File: src/design/ptls_pkg.sv
// ============================================================================
// ptls_pkg
// Shared types and constants of the pedestrian traffic light sequencer:
// lamp masks, control step codes, register indexes and the control state.
// ============================================================================
`default_nettype none

package ptls_pkg;

    // Default width of the tick counter and of the stored limits.
    localparam int COUNT_WIDTH_DEFAULT = 8;

    // Configuration registers are eight bits wide.
    localparam int CFG_DATA_WIDTH = 8;
    localparam int CFG_INDEX_WIDTH = 2;

    // Every timing register comes out of reset at 20 ticks.
    localparam logic [CFG_DATA_WIDTH-1:0] CFG_RESET_TICKS = 8'd20;

    // Register indexes of the configuration port.
    localparam logic [CFG_INDEX_WIDTH-1:0] REG_PHASE_TICKS = 2'd0;
    localparam logic [CFG_INDEX_WIDTH-1:0] REG_BLINK_TICKS = 2'd1;
    localparam logic [CFG_INDEX_WIDTH-1:0] REG_HOLD_TICKS  = 2'd2;

    // Lamp vector, one bit per lamp, 1 means lit.
    typedef logic [5:0] lamps_t;

    localparam lamps_t LAMP_CG = 6'b000001;
    localparam lamps_t LAMP_CY = 6'b000010;
    localparam lamps_t LAMP_CR = 6'b000100;
    localparam lamps_t LAMP_PG = 6'b001000;
    localparam lamps_t LAMP_PY = 6'b010000;
    localparam lamps_t LAMP_PR = 6'b100000;

    // Car phases.
    localparam logic [1:0] PHASE_RED      = 2'd0;
    localparam logic [1:0] PHASE_YELLOW_A = 2'd1;
    localparam logic [1:0] PHASE_GREEN    = 2'd2;
    localparam logic [1:0] PHASE_YELLOW_B = 2'd3;

    // Control steps inside a car phase.
    typedef enum logic [2:0] {
        SUB_POLL    = 3'd0,
        SUB_XBLINK  = 3'd1,
        SUB_XHOLD   = 3'd2,
        SUB_FBLINK  = 3'd3,
        SUB_FHOLD   = 3'd4,
        SUB_FBLINK1 = 3'd5
    } sub_step_t;

    // Control state apart from the tick counter.
    typedef struct packed {
        logic [1:0] car_phase;
        sub_step_t  sub_step;
        logic       request_pending;
        logic       crossing_followup;
        lamps_t     lamps;
    } ctrl_t;

endpackage

`default_nettype wire

File: src/design/ptls_cfg_regs.sv
// ============================================================================
// ptls_cfg_regs
// Configuration registers. Each write stores the tick limit that the
// sequencer compares against: zero reads as one, and values above the
// counter range saturate at its top.
// ============================================================================
`default_nettype none

module ptls_cfg_regs #(
    parameter int COUNT_WIDTH = ptls_pkg::COUNT_WIDTH_DEFAULT
) (
    input  wire                                   aclk,
    input  wire                                   aresetn,
    input  wire                                   cfg_valid,
    output logic                                  cfg_ready,
    input  wire  [ptls_pkg::CFG_INDEX_WIDTH-1:0]  cfg_index,
    input  wire  [ptls_pkg::CFG_DATA_WIDTH-1:0]   cfg_data,
    output logic [COUNT_WIDTH-1:0]                phase_lim,
    output logic [COUNT_WIDTH-1:0]                blink_lim,
    output logic [COUNT_WIDTH-1:0]                hold_lim
);

    // Turns a register value into a usable tick limit.
    function automatic logic [COUNT_WIDTH-1:0] limit_of(
        input logic [ptls_pkg::CFG_DATA_WIDTH-1:0] r
    );
        logic [15:0] v;
        logic [15:0] cmax;
        v = {8'd0, r};
        cmax = 16'((32'd1 << COUNT_WIDTH) - 32'd1);
        if (v == 16'd0) begin
            v = 16'd1;
        end
        if (v > cmax) begin
            v = cmax;
        end
        return v[COUNT_WIDTH-1:0];
    endfunction

    logic [COUNT_WIDTH-1:0] phase_lim_reg;
    logic [COUNT_WIDTH-1:0] blink_lim_reg;
    logic [COUNT_WIDTH-1:0] hold_lim_reg;

    // Writes are always taken.
    assign cfg_ready = 1'b1;

    // Register write decoder; an index beyond the list is ignored.
    always_ff @(posedge aclk) begin
        if (!aresetn) begin
            phase_lim_reg <= limit_of(ptls_pkg::CFG_RESET_TICKS);
            blink_lim_reg <= limit_of(ptls_pkg::CFG_RESET_TICKS);
            hold_lim_reg  <= limit_of(ptls_pkg::CFG_RESET_TICKS);
        end else if (cfg_valid) begin
            unique case (cfg_index)
                ptls_pkg::REG_PHASE_TICKS: phase_lim_reg <= limit_of(cfg_data);
                ptls_pkg::REG_BLINK_TICKS: blink_lim_reg <= limit_of(cfg_data);
                ptls_pkg::REG_HOLD_TICKS:  hold_lim_reg  <= limit_of(cfg_data);
                default: begin
                end
            endcase
        end
    end

    assign phase_lim = phase_lim_reg;
    assign blink_lim = blink_lim_reg;
    assign hold_lim  = hold_lim_reg;

endmodule

`default_nettype wire

File: src/design/ptls_step.sv
// ============================================================================
// ptls_step
// Next-state logic for one tick. Control steps that take no time (phase
// changes, entering a crossing or a follow-up) are resolved in the same
// tick; at most two of them precede the step that consumes the tick, so
// three short resolution passes cover every case.
// ============================================================================
`default_nettype none

module ptls_step #(
    parameter int COUNT_WIDTH = ptls_pkg::COUNT_WIDTH_DEFAULT
) (
    input  wire  ptls_pkg::ctrl_t         ctrl,
    input  wire  [COUNT_WIDTH-1:0]        cnt,
    input  wire                           button_pressed,
    input  wire  [COUNT_WIDTH-1:0]        phase_lim,
    input  wire  [COUNT_WIDTH-1:0]        blink_lim,
    input  wire  [COUNT_WIDTH-1:0]        hold_lim,
    output ptls_pkg::ctrl_t               ctrl_next,
    output logic [COUNT_WIDTH-1:0]        cnt_next
);

    localparam logic [COUNT_WIDTH-1:0] CNT_ONE = COUNT_WIDTH'(1);

    typedef struct packed {
        ptls_pkg::ctrl_t        c;
        logic [COUNT_WIDTH-1:0] cnt;
        logic                   ticked;
    } pass_t;

    // Moves to the next car phase and restarts polling.
    function automatic pass_t next_phase(input pass_t s_in);
        pass_t s;
        s = s_in;
        s.c.car_phase = s.c.car_phase + 2'd1;
        s.c.sub_step = ptls_pkg::SUB_POLL;
        s.cnt = '0;
        return s;
    endfunction

    // Enters a new step with a cleared tick counter.
    function automatic pass_t go(input pass_t s_in, input ptls_pkg::sub_step_t nxt);
        pass_t s;
        s = s_in;
        s.c.sub_step = nxt;
        s.cnt = '0;
        return s;
    endfunction

    // Consumes the tick: counts it and stops further resolution.
    function automatic pass_t take_tick(input pass_t s_in);
        pass_t s;
        s = s_in;
        s.cnt = s.cnt + CNT_ONE;
        s.ticked = 1'b1;
        return s;
    endfunction

    // One resolution pass; does nothing once the tick has been consumed.
    function automatic pass_t resolve(
        input pass_t                  s_in,
        input logic [COUNT_WIDTH-1:0] plim,
        input logic [COUNT_WIDTH-1:0] blim,
        input logic [COUNT_WIDTH-1:0] hlim
    );
        pass_t      s;
        logic [1:0] p;
        s = s_in;
        p = s.c.car_phase;
        if (!s.ticked) begin
            unique case (s.c.sub_step)
                // Crossing blink: both yellows toggle.
                ptls_pkg::SUB_XBLINK: begin
                    if (s.cnt < blim) begin
                        s.c.lamps = s.c.lamps ^ (ptls_pkg::LAMP_CY | ptls_pkg::LAMP_PY);
                        s = take_tick(s);
                    end else begin
                        s.c.lamps = s.c.lamps & ~(ptls_pkg::LAMP_CY | ptls_pkg::LAMP_PY
                                                  | ptls_pkg::LAMP_PR);
                        if (p == ptls_pkg::PHASE_GREEN) begin
                            s.c.lamps = s.c.lamps & ~ptls_pkg::LAMP_CG;
                        end
                        s.c.lamps = s.c.lamps | ptls_pkg::LAMP_PG | ptls_pkg::LAMP_CR;
                        s = go(s, ptls_pkg::SUB_XHOLD);
                    end
                end
                // Pedestrian green hold; its end drops any press seen meanwhile.
                ptls_pkg::SUB_XHOLD: begin
                    if (s.cnt < hlim) begin
                        s = take_tick(s);
                    end else begin
                        s.c.lamps = s.c.lamps & ~ptls_pkg::LAMP_PG;
                        if (p != ptls_pkg::PHASE_RED) begin
                            s.c.lamps = s.c.lamps & ~ptls_pkg::LAMP_CR;
                        end
                        s.c.request_pending = 1'b0;
                        s.c.crossing_followup = 1'b1;
                        s = next_phase(s);
                    end
                end
                // Follow-up blink after a crossing.
                ptls_pkg::SUB_FBLINK: begin
                    if (s.cnt < blim) begin
                        s.c.lamps = s.c.lamps ^ (ptls_pkg::LAMP_CY | ptls_pkg::LAMP_PY);
                        s = take_tick(s);
                    end else if (p == ptls_pkg::PHASE_YELLOW_A) begin
                        s.c.crossing_followup = 1'b0;
                        s = next_phase(s);
                    end else begin
                        if (p == ptls_pkg::PHASE_YELLOW_B) begin
                            s.c.lamps = s.c.lamps & ~ptls_pkg::LAMP_PG;
                        end
                        s.c.lamps = s.c.lamps | ptls_pkg::LAMP_PR | ptls_pkg::LAMP_CG;
                        s = go(s, ptls_pkg::SUB_FHOLD);
                    end
                end
                // Car green hold of a follow-up.
                ptls_pkg::SUB_FHOLD: begin
                    if (s.cnt < hlim) begin
                        s = take_tick(s);
                    end else if (p == ptls_pkg::PHASE_YELLOW_B) begin
                        s.c.lamps = s.c.lamps & ~ptls_pkg::LAMP_CG;
                        s = go(s, ptls_pkg::SUB_FBLINK1);
                    end else begin
                        s.c.crossing_followup = 1'b0;
                        s = next_phase(s);
                    end
                end
                // Final car yellow blink of the follow-up in the last phase.
                ptls_pkg::SUB_FBLINK1: begin
                    if (s.cnt < blim) begin
                        s.c.lamps = s.c.lamps ^ ptls_pkg::LAMP_CY;
                        s = take_tick(s);
                    end else begin
                        s.c.crossing_followup = 1'b0;
                        s = next_phase(s);
                    end
                end
                // Polling, also taken for codes that cannot occur.
                default: begin
                    s.c.sub_step = ptls_pkg::SUB_POLL;
                    if (s.cnt >= plim) begin
                        s = next_phase(s);
                    end else if (s.c.crossing_followup) begin
                        if (p == ptls_pkg::PHASE_YELLOW_A) begin
                            s.c.lamps = s.c.lamps & ~ptls_pkg::LAMP_CR;
                        end
                        s = go(s, ptls_pkg::SUB_FBLINK);
                    end else if (!s.c.request_pending) begin
                        s.c.lamps = s.c.lamps | ptls_pkg::LAMP_PR;
                        case (p)
                            ptls_pkg::PHASE_RED: begin
                                s.c.lamps = (s.c.lamps & ~ptls_pkg::LAMP_CG)
                                            | ptls_pkg::LAMP_CR;
                            end
                            ptls_pkg::PHASE_YELLOW_A: begin
                                s.c.lamps = (s.c.lamps & ~(ptls_pkg::LAMP_CR
                                                           | ptls_pkg::LAMP_PY))
                                            ^ ptls_pkg::LAMP_CY;
                            end
                            ptls_pkg::PHASE_GREEN: begin
                                s.c.lamps = (s.c.lamps & ~(ptls_pkg::LAMP_CR
                                                           | ptls_pkg::LAMP_CY))
                                            | ptls_pkg::LAMP_CG;
                            end
                            default: begin
                                s.c.lamps = (s.c.lamps & ~ptls_pkg::LAMP_CG)
                                            ^ ptls_pkg::LAMP_CY;
                            end
                        endcase
                        s = take_tick(s);
                    end else begin
                        case (p)
                            ptls_pkg::PHASE_RED: begin
                                s.c.lamps = (s.c.lamps & ~ptls_pkg::LAMP_PR)
                                            | ptls_pkg::LAMP_CR | ptls_pkg::LAMP_PG;
                                s = go(s, ptls_pkg::SUB_XHOLD);
                            end
                            ptls_pkg::PHASE_YELLOW_A: begin
                                s.c.lamps = s.c.lamps & ~(ptls_pkg::LAMP_CY
                                                          | ptls_pkg::LAMP_PY
                                                          | ptls_pkg::LAMP_CR);
                                s = go(s, ptls_pkg::SUB_XBLINK);
                            end
                            default: begin
                                s.c.lamps = s.c.lamps & ~(ptls_pkg::LAMP_PR
                                                          | ptls_pkg::LAMP_CG
                                                          | ptls_pkg::LAMP_CY
                                                          | ptls_pkg::LAMP_PY);
                                s = go(s, ptls_pkg::SUB_XBLINK);
                            end
                        endcase
                    end
                end
            endcase
        end
        return s;
    endfunction

    pass_t pass0;
    pass_t pass1;
    pass_t pass2;
    pass_t pass3;

    // The press is latched first, then the control flow runs to the next tick.
    always_comb begin
        pass0 = '{c: ctrl, cnt: cnt, ticked: 1'b0};
        pass0.c.request_pending = ctrl.request_pending | button_pressed;
        pass1 = resolve(pass0, phase_lim, blink_lim, hold_lim);
        pass2 = resolve(pass1, phase_lim, blink_lim, hold_lim);
        pass3 = resolve(pass2, phase_lim, blink_lim, hold_lim);
    end

    assign ctrl_next = pass3.c;
    assign cnt_next  = pass3.cnt;

endmodule

`default_nettype wire

File: src/design/pedestrian_traffic_light_sequencer.sv
// ============================================================================
// pedestrian_traffic_light_sequencer
// Car and pedestrian lamp sequencer driven by 250 ms tick words.
// ============================================================================
// Every accepted input word is one tick and yields exactly one result word
// with the six lamp states that hold during that tick. The block takes one
// tick per clock cycle: the whole control update, including phase changes
// and the start of a crossing or follow-up, is one pass of next-state logic
// into the state registers, and the lamp register is the result register.
// A new tick is taken whenever the result register is empty or being read
// in the same cycle. Timing registers may be written only while idle.
// ============================================================================
`default_nettype none

module pedestrian_traffic_light_sequencer #(
    parameter int COUNT_WIDTH = ptls_pkg::COUNT_WIDTH_DEFAULT
) (
    input  wire                                   aclk,
    input  wire                                   aresetn,
    // Tick input.
    input  wire                                   s_valid,
    output logic                                  s_ready,
    input  wire                                   s_button_pressed,
    // Lamp results.
    output logic                                  m_valid,
    input  wire                                   m_ready,
    output logic                                  m_car_green,
    output logic                                  m_car_yellow,
    output logic                                  m_car_red,
    output logic                                  m_ped_green,
    output logic                                  m_ped_yellow,
    output logic                                  m_ped_red,
    // Configuration writes.
    input  wire                                   cfg_valid,
    output logic                                  cfg_ready,
    input  wire  [ptls_pkg::CFG_INDEX_WIDTH-1:0]  cfg_index,
    input  wire  [ptls_pkg::CFG_DATA_WIDTH-1:0]   cfg_data
);

    logic [COUNT_WIDTH-1:0] phase_lim;
    logic [COUNT_WIDTH-1:0] blink_lim;
    logic [COUNT_WIDTH-1:0] hold_lim;

    ptls_pkg::ctrl_t        ctrl_reg;
    ptls_pkg::ctrl_t        ctrl_next;
    logic [COUNT_WIDTH-1:0] cnt_reg;
    logic [COUNT_WIDTH-1:0] cnt_next;
    logic                   m_valid_reg;
    logic                   s_accept;

    // Timing registers.
    ptls_cfg_regs #(
        .COUNT_WIDTH (COUNT_WIDTH)
    ) u_cfg (
        .aclk      (aclk),
        .aresetn   (aresetn),
        .cfg_valid (cfg_valid),
        .cfg_ready (cfg_ready),
        .cfg_index (cfg_index),
        .cfg_data  (cfg_data),
        .phase_lim (phase_lim),
        .blink_lim (blink_lim),
        .hold_lim  (hold_lim)
    );

    // Next-state logic for one tick.
    ptls_step #(
        .COUNT_WIDTH (COUNT_WIDTH)
    ) u_step (
        .ctrl           (ctrl_reg),
        .cnt            (cnt_reg),
        .button_pressed (s_button_pressed),
        .phase_lim      (phase_lim),
        .blink_lim      (blink_lim),
        .hold_lim       (hold_lim),
        .ctrl_next      (ctrl_next),
        .cnt_next       (cnt_next)
    );

    // A tick is taken when the result register is free or being emptied.
    assign s_ready  = !m_valid_reg || m_ready;
    assign s_accept = s_valid && s_ready;

    // State and result registers.
    always_ff @(posedge aclk) begin
        if (!aresetn) begin
            ctrl_reg    <= '{car_phase: ptls_pkg::PHASE_RED,
                             sub_step: ptls_pkg::SUB_POLL,
                             request_pending: 1'b0,
                             crossing_followup: 1'b0,
                             lamps: '0};
            cnt_reg     <= '0;
            m_valid_reg <= 1'b0;
        end else begin
            if (s_accept) begin
                ctrl_reg <= ctrl_next;
                cnt_reg  <= cnt_next;
            end
            if (s_accept) begin
                m_valid_reg <= 1'b1;
            end else if (m_ready) begin
                m_valid_reg <= 1'b0;
            end
        end
    end

    // The lamp field of the state is the result word.
    assign m_valid      = m_valid_reg;
    assign m_car_green  = |(ctrl_reg.lamps & ptls_pkg::LAMP_CG);
    assign m_car_yellow = |(ctrl_reg.lamps & ptls_pkg::LAMP_CY);
    assign m_car_red    = |(ctrl_reg.lamps & ptls_pkg::LAMP_CR);
    assign m_ped_green  = |(ctrl_reg.lamps & ptls_pkg::LAMP_PG);
    assign m_ped_yellow = |(ctrl_reg.lamps & ptls_pkg::LAMP_PY);
    assign m_ped_red    = |(ctrl_reg.lamps & ptls_pkg::LAMP_PR);

    // An accepted tick always shows up as a result in the next cycle.
    a_accept_gives_result: assert property (@(posedge aclk) disable iff (!aresetn)
        s_accept |=> m_valid)
        else $error("accepted tick produced no result");

    // Pedestrian green and red are never lit together.
    a_ped_exclusive: assert property (@(posedge aclk) disable iff (!aresetn)
        !(m_ped_green && m_ped_red))
        else $error("pedestrian green and red lit together");

    // During the pedestrian hold, pedestrian green and car red are lit.
    a_hold_lamps: assert property (@(posedge aclk) disable iff (!aresetn)
        (ctrl_reg.sub_step == ptls_pkg::SUB_XHOLD) |-> (m_ped_green && m_car_red))
        else $error("crossing hold without pedestrian green and car red");

    // A follow-up never overlaps a crossing.
    a_followup_no_cross: assert property (@(posedge aclk) disable iff (!aresetn)
        ctrl_reg.crossing_followup |->
            (ctrl_reg.sub_step != ptls_pkg::SUB_XBLINK &&
             ctrl_reg.sub_step != ptls_pkg::SUB_XHOLD))
        else $error("crossing step while follow-up is active");

endmodule

`default_nettype wire
File: config.mk
export PLATFORM = sky130hd
export DESIGN_NAME = pedestrian_traffic_light_sequencer
export DESIGN_NICKNAME = d
export VERILOG_FILES = /design/src/design/ptls_pkg.sv /design/src/design/ptls_cfg_regs.sv /design/src/design/ptls_step.sv /design/src/design/pedestrian_traffic_light_sequencer.sv
export SDC_FILE = /design/constraint.sdc
export NUM_CORES = 1
export LEC_CHECK = 0
export ABC_CLOCK_PERIOD_IN_PS = 7650
export BUFFER_PORTS_ARGS = -buffer_cell sky130_fd_sc_hd__buf_2
export CORE_UTILIZATION = 50
export CTS_CLUSTER_SIZE = 20
export DETAILED_ROUTE_END_ITERATION = 10
export MAX_ROUTING_LAYER = met4
export PLACE_DENSITY = 0.69
export SLEW_MARGIN = 20
export SYNTH_ARGS = -nofsm -noshare
export SYNTH_HDL_FRONTEND = slang
export SYNTH_HIERARCHICAL = 1
export SYNTH_SLANG_ARGS = --single-unit
export TNS_END_PERCENT = 10
File: constraint.sdc
create_clock -name aclk -period 7.65 [get_ports aclk]
set_clock_uncertainty 0.15 [all_clocks]
set_input_delay 1.53 -clock aclk [delete_from_list [all_inputs] [get_ports aclk]]
set_output_delay 1.53 -clock aclk [all_outputs]
set_load 0.005 [all_outputs]
# Yosys cells after proc, flatten, opt, wreduce, memory -nomap -nowiden
# Index checks and enable logic that the tools add are counted.
[op_classes] n_reduce_logical=15 n_mux=68 n_shift=0 eq_ne=26 addsub=6 multipliers=0 bitwise_logic=7 div=0 magnitude_cmp=12
[op_table] cell="2-to-1 mux 22 bit" n=23
[op_table] cell="case mux 22 bit (5 select lines)" n=3
[op_table] cell="2-to-1 mux 16 bit" n=9
[op_table] cell="2-to-1 mux 19 bit" n=6
[op_table] cell="case mux 19 bit (2 select lines)" n=3
[op_table] cell="2-to-1 mux 20 bit" n=3
[op_table] cell="greater-than comparator 16 x 8 -> 1 bit, second input constant" n=3
[op_table] cell="less-than comparator 8 bit" n=6
[op_table] cell="case mux 5 bit (3 select lines)" n=3
[op_table] cell="2-to-1 mux 8 bit" n=4
[op_table] cell="adder 8 x 1 -> 8 bit, second input constant" n=3
[op_table] cell="greater-or-equal comparator 8 bit" n=3
[op_table] cell="equality test 3 x 2 -> 1 bit, second input constant" n=6
[op_table] cell="equality test 3 bit, second input constant" n=6
[op_table] cell="2-to-1 mux 3 bit" n=6
[op_table] cell="equality test 2 bit, second input constant" n=7
[op_table] cell="2-to-1 mux 4 bit" n=3
[op_table] cell="equality test 3 x 1 -> 1 bit, second input constant" n=3
[op_table] cell="equality test 2 x 1 -> 1 bit, second input constant" n=4
[op_table] cell="zero test 2 bit" n=4
[op_table] cell="zero test 8 bit" n=1
[op_table] cell="nonzero test 2 bit" n=4
[op_table] cell="adder 2 x 1 -> 2 bit, second input constant" n=3
[op_table] cell="inverter 2 bit" n=3
[op_table] cell="7 further kinds" n=15
[totals] ram_bits=0 n_memories=0 latchBits=0 ff_bits=46 in_bits=16 rom_bits=0 word_cells=144

# Depth between registers and ports, before layout
# Gate-level depths: netlist (run 1).
[logic_depth] ltp_word=20 ltp_mapped=38

# Modules after synthesis
# Netlist (run 1), hierarchy kept.
[by_module_without_submodules] mod="ptls_step" n_inst=1 cells_each=678 area_each_um2=4616.9
[by_module_without_submodules] mod="ptls_cfg_regs" n_inst=1 cells_each=101 area_each_um2=928.4
[by_module_without_submodules] mod="pedestrian_traffic_light_sequencer" n_inst=1 cells_each=97 area_each_um2=914.6

# Least setup slack after synthesis (run 1)
# No wires, ideal clock.
[synth_path] path_kind="input-to-reg" startpoint="in s_button_pressed" endpoint="reg ctrl_reg[11] (netlist bit)" required_ns=7.382 arrival_time_ns=7.431 slack_ns=-0.049 n_path_buf=4 cell_stages=34 setup_time_ns=0.118 cell_sequence="nor3_1 > o211a_1 > o21a_1 > clkbuf_1 > o21ai_0 > o32ai_2 > nand2_1 > clkbuf_1 > buf_1 > nor2_1 > ha_1 > a21o_1 > a21o_1 > a221o_1 > a311oi_1 > o21ai_1 > inv_2 > nand2_1 > o221a_2 > nor2_1 > a21o_1 > ha_1 > o21ai_0 > a21oi_1 > a221o_1 > or3_1 > o221ai_2 > buf_6 > o22ai_2 > o21bai_1 > a22oi_1 > a31o_1 > nand2_1 > mux2i_1"
[synth_rtl] element="from (decl)" line_no="pedestrian_traffic_light_sequencer.sv:23" source="input wire s_button_pressed,"
[synth_rtl] element="to (signal assigned)" line_no="pedestrian_traffic_light_sequencer.sv:87" source="ctrl_reg <= '{car_phase: ptls_pkg::PHASE_RED,"
[synth_rtl] element="to (signal assigned)" line_no="pedestrian_traffic_light_sequencer.sv:96" source="ctrl_reg <= ctrl_next;"
[synth_rtl] element="to (decl)" line_no="pedestrian_traffic_light_sequencer.sv:44" source="ptls_pkg::ctrl_t ctrl_reg;"

==> key figures, run 1 <==
Die
  – Die area: 0.0134 mm²
  – Num rows: 41
  – Die height: 116 µm
  – Num ports: 25
  – Initial Util: 0.512
  – Total core area: 0.0126 mm²
  – Die width: 116 µm

STA
  – Worst slew margin: 0.248
  – Final TNS setup: 0 ns
  – RSZ-0062 raised after global routing: false
  – Max-slew violation count: 0
  – # setup viols final: 0
  – Fin. Hold Viols: 0
  – Fmax: 139 MHz
  – Crit share post-route: 0.940
  – Fin crit period: 7.19 ns
  – Tightest Pin Transition: 1.12 ns

Cells and area
  – Ratio of cells with drive above 1 in the final layout: 0.138
  – Leading cell type in the layout, fill and taps excluded: nand2_1
  – Commonest non-fill, non-tap cells in the layout: 126 x nand2_1, 92 x ha_1, 72 x nor2_1
  – ANT cells: 0
  – Total Nets Final: 1032
  – Non-Filler Instances: 1097
  – P&R area growth vs syn: 10.7%

Clock network
  – Clk_lat worst skew: 0.30 ns
  – CTS Buf Count: 5
  – CTS Hold Bufs: 0
  – H-tree depth: 2
  – Clock transition at the registers of the reported paths: 0.08 ns
  – Root Buffer: clkbuf_16
  – Clk sinks: 46
  – TritonCTS clock tree: built
  – Clock Path Buffers: 2

Power
  – Lkg Pwr: 3.19 nW
  – VDD IR max: 0.331 mV
  – Power per cell area: 423 mW/mm²

Worst hold path
  – Hold Path Class: flop to flop

Critical path
  – Critical path required time: 7.69 ns
  – Worst path slowest cell: nor4_1
  – CP Max Fanout: 6
  – Cell mode on critical path: nand2_1
  – Element type at the critical path end: flop
  – Setup CP Type: input port to flop
  – Largest stage delay on the critical path: 0.40 ns
  – Critical path arrival: 7.23 ns
  – Worst Setup Start Kind: input port

Routing
  – Vias: 7040
  – Via density: 6.42
  – Met3 Wirelength: 1980 µm
  – Wire per inst: 20.0 µm
  – Met2 Wirelength: 9330 µm
  – Top sig layer: met4
  – WL met1: 10000 µm
  – WL final: 22000 µm
  – DRC viols: 0
  – Drt pass-1 iters: 6
  – Iter 0 DRT Violations: 832
  – Antenna Nets Post-Route: 0

Placement
  – Dpl cells: 1087
  – Final RePlAce weighted congestion: 1.04
  – IO buf count: 23
  – Post-DP HPWL: 17400 µm

GRT
  – Vias in the first global route: 6358
  – Overflow after GRT: 0
  – Largest net degree at the start of global routing: 68
  – Initial antenna violation count: 0
  – Total Routing Usage GR: 0.343
  – Global-route wire length before repair: 34400 µm

Yosys
  – Syn_area_per_cell: 7.37 µm²
  – Cell count after synthesis: 876
  – Mapped Area: 0.00646 mm²
  – Top cell type's share of synthesized area: 0.178
  – Cell taking the most area after synthesis: ha_1
  – Synth unique cells: 89
  – Area contributors post-synth: ha_1 18%, dfxtp_1 14%, nand2_1 7.4%
  – Yosys reg bits: 46
  – Yosys Warn Count: 6
  – Ys async rst share: 0
  – Top_reg_cell synth: dfxtp_1
  – Post-synthesis sequential area ratio: 0.143
  – Syn_nets: 984
  – Post-synth EDFFs: 0

Job
  – Max Cap Violations: 0

Status
  – Status: finished clean
## final timing paths
path	from	endpoint	slack (ns)	cells after the start
hold / removal	u_cfg/blink_lim[2]	u_cfg/blink_lim[2]	0.32	2
setup / recovery	s_button_pressed	m_ped_yellow	0.46	34
hold reg to reg	u_cfg/blink_lim[2]	u_cfg/blink_lim[2]	0.32	2
setup reg to reg	u_cfg/blink_lim[1]	m_ped_yellow	0.58	34
## cells in the mapped netlist, types with 7 or more instances
library cell / instances
a31oi_1: 13
a211o_1: 13
ha_1: 92
nand3_1: 23
nor3_1: 30
o21a_1: 15
inv_1: 48
or3_1: 8
o21ai_0: 45
dfxtp_1: 46
a21boi_0: 10
a21o_1: 21
o32ai_1: 7
clkbuf_1: 15
a21oi_1: 53
a211oi_1: 11
o211ai_1: 7
nor4_1: 7
nor2b_1: 11
nor2_1: 72
nand2_1: 127
mux2i_1: 28
or2_2: 7
o22ai_1: 15
and2_1: 10
## stage by stage
stage / instance area [µm²] / utilization / setup WS (ns) / hold WS [ns] / power [mW]
finish: 7150 / 0.567 / 0.457 / 0.317 / 3.03
global route: 7150 / 0.567 / 0.0126 / 0.338 / 3.23
CTS: 7110 / 0.564 / 0.404 / 0.321 / 2.92
detailed placement: 6960 / 0.551 / 0.138 / 0.306 / 2.67
global placement: 6960 / 0.551 / 0.209 / 0.302 / 2.68
floorplan: 6460 / - / 0.00333 / 0.281 / 1.95
## where the power goes
group / leakage (nW) / switching [mW] / internal, mW
Combinational: 2.74 / 1.51 / 0.948
Clock: 0.0763 / 0.116 / 0.126
Sequential: 0.375 / 0.0537 / 0.272
## routing by layer
metal,up-vias,GRT usage
met5,-,-
met4,0,0.105
met3,52,0.0382
met2,375,0.501
met1,3272,0.491
li1,3341,-
## what timing repair did
item,in CTS,in global routing
gates resized for setup,0,5
buffers inserted,0,2
setup endpoints to repair,0,11
## layout make-up
cell class                      instances  area (µm²)
Fill cell                            1244        5470
Timing Repair Buffer                   78         528
Sequential cell                        46         921
Multi-Input combinational cell        743        5150
Tap cell                              172         215
Inverter                               50         188
Clock inverter                          3        28.8
Clock buffer                            5         125
## logic make-up after synthesis
| kind of cell | Yosys count | synth area share |
|---|---|---|
| adder cells (fa/ha/maj) | 92 | 0.178 |
| XOR/XNOR | 6 | 0.00813 |
| other | 1 | 0.000581 |
| multiplexers | 29 | 0.0451 |
| buffers and inverters | 87 | 0.0649 |
| AND/OR/NAND/NOR | 330 | 0.242 |
| AO/OA/AOI/OAI | 285 | 0.319 |
| flip-flops | 46 | 0.143 |
## critical path, delay by kind of cell
family,cells,cell delay (ns)
buffers and inverters,4,0.53
adders and majority gates,2,0.58
AOI/OAI and AO/OA,17,2.99
muxes,1,0.07
and+or+nand+nor,10,1.51
Note: power is estimated with default switching activity, not from simulation.
==> run 2, diff against run 1 <==
- ABC_CLOCK_PERIOD_IN_PS: 7650 -> 8700
- PLACE_DENSITY: 0.69 -> 0.67
- clock period: 7.65 -> 8.7 ns (I/O delays scaled with it)
==> run 2 against run 1 <==
Effect of this change: power is 17% lower; sequential share of layout area grew 0.57 points; utilization decreased by 2.4 points; sequential power decreased by 8.3%; combinational power fell by 19%; flip-flop and latch count did not move; routed wire length shrank 1.9%; non-clock buffer count shrank 37; critical path type unchanged; largest cell class unchanged.
==> key figures, run 2 (same netlist as run 1, synthesis figures left out) <==
Placement
  – Final RePlAce weighted congestion: 1.01
  – IO buf count: 23
  – Post-DP HPWL: 16900 µm
  – DP Area: 0.00669 mm²
  – Dpl cells: 1052
  – Placement-stage worst setup slack: 0.438 ns

Die
  – Die width: 116 µm
  – Die area: 0.0134 mm²
  – Die height: 116 µm
  – Num ports: 25
  – Num rows: 41
  – Total core area: 0.0126 mm²
  – Initial Util: 0.512

STA
  – Tightest Pin Transition: 0.957 ns
  – Final TNS setup: 0 ns
  – Fin. Hold Viols: 0
  – Max-slew violation count: 0
  – Worst slew margin: 0.358
  – Fin crit period: 8.19 ns
  – Crit share post-route: 0.942
  – RSZ-0062 raised after global routing: false
  – Min Hold Slack: 0.314 ns
  – Worst setup margin: 0.506 ns
  – # setup viols final: 0
  – Fmax: 122 MHz

Critical path
  – Critical path arrival: 8.21 ns
  – Largest stage delay on the critical path: 0.54 ns
  – Worst path slowest cell: o221ai_2
  – Element type at the critical path end: flop
  – CP Max Fanout: 12
  – Worst Setup Start Kind: input port
  – Reg2Reg Setup Slack: 0.91 ns
  – Setup CP Type: input port to flop
  – Critical path required time: 8.71 ns

Clock network
  – CTS Hold Bufs: 0
  – H-tree depth: 2
  – Clk sinks: 46
  – CTS Buf Count: 5
  – Post_cts resized: 0
  – TritonCTS clock tree: built
  – Clk_lat worst skew: 0.30 ns
  – Clock transition at the registers of the reported paths: 0.07 ns
  – Root Buffer: clkbuf_16
  – Clock Path Buffers: 2
  – Post-CTS Setup Bufs: 0

Cells and area
  – Commonest non-fill, non-tap cells in the layout: 127 x nand2_1, 92 x ha_1, 72 x nor2_1
  – Non-Filler Instances: 1060
  – P&R area growth vs syn: 6.02%
  – ANT cells: 0
  – Cell area after layout: 0.00685 mm²
  – Ratio of cells with drive above 1 in the final layout: 0.0957
  – Leading cell type in the layout, fill and taps excluded: nand2_1
  – Total Nets Final: 995

Job
  – Max Cap Violations: 0

GRT
  – Largest net degree at the start of global routing: 68
  – Total Routing Usage GR: 0.334
  – Global-route wire length before repair: 33600 µm
  – Vias in the first global route: 6026
  – Initial antenna violation count: 0
  – Overflow after GRT: 0

Routing
  – Vias: 6947
  – Via density: 6.55
  – Antenna Nets Post-Route: 0
  – Drt pass-1 iters: 5
  – Wire per inst: 20.3 µm
  – Iter 0 DRT Violations: 875
  – DRC viols: 0
  – WL final: 21600 µm

Power
  – Lkg Pwr: 2.99 nW
  – Power per cell area: 366 mW/mm²
  – VDD IR max: 0.316 mV

Worst hold path
  – Hold Path Class: flop to flop

Status
  – Status: finished clean
==> run 2: area by class of cell <==
type	count	area (µm²)
Fill cell	1295	5770
Multi-Input combinational cell	743	5120
Sequential cell	46	921
Timing Repair Buffer	41	253
Tap cell	172	215
Inverter	50	188
Clock buffer	5	125
Clock inverter	3	27.5
==> run 2: critical path: cells and delay by family <==
family,cells,cell delay [ns]
AND/OR/NAND/NOR,10,2.12
buffers and inverters,3,0.43
AO/OA/AOI/OAI,16,3.46
adder cells (fa/ha/maj),2,0.38
multiplexers,1,0.08
==> run 2: path summary, 6_finish.rpt <==
kind,endpoint,start,cells after the start
min,u_cfg/blink_lim[1],u_cfg/blink_lim[1],2
max,ctrl_reg[11],s_button_pressed,32
min reg2reg,u_cfg/blink_lim[1],u_cfg/blink_lim[1],2
max reg2reg,ctrl_reg[11],u_cfg/blink_lim[3],34
==> run 2: routing by layer <==
layer / vias up / wire length, µm / global-route usage
met5: - / 0 / -
met4: 0 / 599 / 0.0863
met3: 57 / 2080 / 0.0492
met2: 402 / 8940 / 0.481
met1: 3210 / 9950 / 0.483
li1: 3278 / - / -
==> run 2: metrics by stage <==
step                      power (mW)  utilization
after detailed placement        2.21        0.530
after global placement          2.24        0.530
after floorplan                 1.71            -
after global routing            2.67        0.543
after CTS                       2.43        0.543
final                           2.51        0.543
==> run 2: report_power, final <==
part / internal (mW) / switching (mW)
clock network: 0.110 / 0.0963
logic: 0.725 / 1.28
registers: 0.239 / 0.0599
==> run 3, diff against run 2 <==
- CORE_UTILIZATION: 50 -> 40
- PLACE_DENSITY: 0.67 -> 0.56
==> run 3 against run 2 <==
Effect of this change: global-route usage is 5.5 points lower; combinational power about the same; design area up 1.4%; critical path depth rose by 1; power up 0.36%; utilization is 10 points lower; routed wire length up 2.2%; final cell count is 4.4% higher; non-clock buffer count increased by 3; sequential share of layout area fell by 0.18 points; via count is 0.94% lower; critical endpoint unchanged; largest cell class unchanged; highest routed layer unchanged.
==> key figures, run 3 (same netlist as run 1, synthesis figures left out) <==
Die
  – Die area: 0.0167 mm²
  – Initial Util: 0.408
  – Die width: 129 µm
  – Die height: 129 µm
  – Num rows: 46
  – Total core area: 0.0158 mm²
  – Num ports: 25

STA
  – Fin. Hold Viols: 0
  – Crit share post-route: 0.930
  – # setup viols final: 0
  – Worst slew margin: 0.361
  – Tightest Pin Transition: 0.951 ns
  – Max-slew violation count: 0
  – Final TNS setup: 0 ns
  – Fmax: 124 MHz
  – RSZ-0062 raised after global routing: false
  – Min Hold Slack: 0.316 ns
  – Fin crit period: 8.09 ns

Placement
  – Post-DP HPWL: 17300 µm
  – Dpl cells: 1099
  – Final RePlAce weighted congestion: 1.09
  – IO buf count: 23
  – DP Area: 0.00677 mm²

GRT
  – Initial antenna violation count: 0
  – Global-route wire length before repair: 35100 µm
  – Overflow after GRT: 0
  – Vias in the first global route: 6365
  – Total Routing Usage GR: 0.280
  – Largest net degree at the start of global routing: 66

Clock network
  – Clock transition at the registers of the reported paths: 0.07 ns
  – Clk_lat worst skew: 0.30 ns
  – Post_cts resized: 0
  – Clk sinks: 46
  – TritonCTS clock tree: built
  – Clock Path Buffers: 2
  – CTS Hold Bufs: 0
  – CTS Buf Count: 5
  – Post-CTS Setup Bufs: 0
  – Root Buffer: clkbuf_16
  – H-tree depth: 2

Critical path
  – Largest stage delay on the critical path: 0.43 ns
  – Critical path required time: 8.72 ns
  – Worst path slowest cell: a221o_1
  – CP Max Fanout: 8
  – Worst Setup Start Kind: input port
  – Critical path arrival: 8.11 ns
  – Element type at the critical path end: flop
  – Reg2Reg Setup Slack: 0.81 ns
  – Setup CP Type: input port to flop

Power
  – VDD IR max: 0.182 mV
  – Power per cell area: 363 mW/mm²
  – Lkg Pwr: 3.01 nW
  – Design Power: 2.52 mW

Routing
  – Antenna Nets Post-Route: 0
  – Drt pass-1 iters: 7
  – Via density: 6.22
  – Wire per inst: 19.9 µm
  – DRC viols: 0
  – WL final: 22000 µm
  – Iter 0 DRT Violations: 753
  – Vias: 6882

Cells and area
  – Ratio of cells with drive above 1 in the final layout: 0.101
  – Cell area after layout: 0.00694 mm²
  – Commonest non-fill, non-tap cells in the layout: 127 x nand2_1, 92 x ha_1, 72 x nor2_1
  – Total Nets Final: 998
  – Non-Filler Instances: 1107
  – ANT cells: 0
  – Leading cell type in the layout, fill and taps excluded: nand2_1
  – P&R area growth vs syn: 7.46%

Job
  – Max Cap Violations: 0

Worst hold path
  – Hold Path Class: flop to flop

Status
  – Status: finished clean
==> run 3: changes by cell type in the layout (fill, tap and decap cells not counted), sizes merged <==
cell | previous run | this run
buf | 41 | 44
==> run 3: power by group <==
part	total, mW	switching (mW)	internal [mW]
Combinational	2.02	1.30	0.721
Sequential	0.284	0.0454	0.239
Clock	0.209	0.0991	0.110
Total	2.52	1.45	1.07
==> run 3: final timing paths <==
| kind | startpoint | endpoint | depth (start not counted) |
|---|---|---|---|
| hold / removal | u_cfg/blink_lim[7] | u_cfg/blink_lim[7] | 2 |
| hold reg to reg | u_cfg/blink_lim[7] | u_cfg/blink_lim[7] | 2 |
| setup / recovery | s_button_pressed | ctrl_reg[11] | 33 |
| setup reg to reg | cnt_reg[2] | ctrl_reg[11] | 34 |
==> run 3: per-stage QoR <==
step | util | setup slack, ns
global placement | 0.428 | 0.229
global route | 0.439 | 0.00807
detailed placement | 0.428 | 0.235
floorplan | - | 0.791
finish | 0.439 | 0.607
CTS | 0.437 | 0.506
==> run 3: area by class of cell <==
type,instances,area (µm²)
Fill cell,1646,8890
Multi-Input combinational cell,743,5140
Sequential cell,46,921
Clock inverter,3,27.5
Inverter,50,188
Timing Repair Buffer,44,273
Clock buffer,5,125
Tap cell,216,270
==> run 3: routing by layer <==
layer	up-vias	wire, µm	global-route usage
li1	3282	-	-
met1	3166	10500	0.394
met2	364	9030	0.410
met3	70	1790	0.0372
met4	0	754	0.0858
met5	-	0	-
==> run 3: critical path: cells and delay by family <==
kind | cells | cell delay (ns)
buffers and inverters | 4 | 0.63
muxes | 1 | 0.07
and+or+nand+nor | 10 | 1.99
adders and majority gates | 2 | 0.40
AOI/OAI and AO/OA | 16 | 3.28
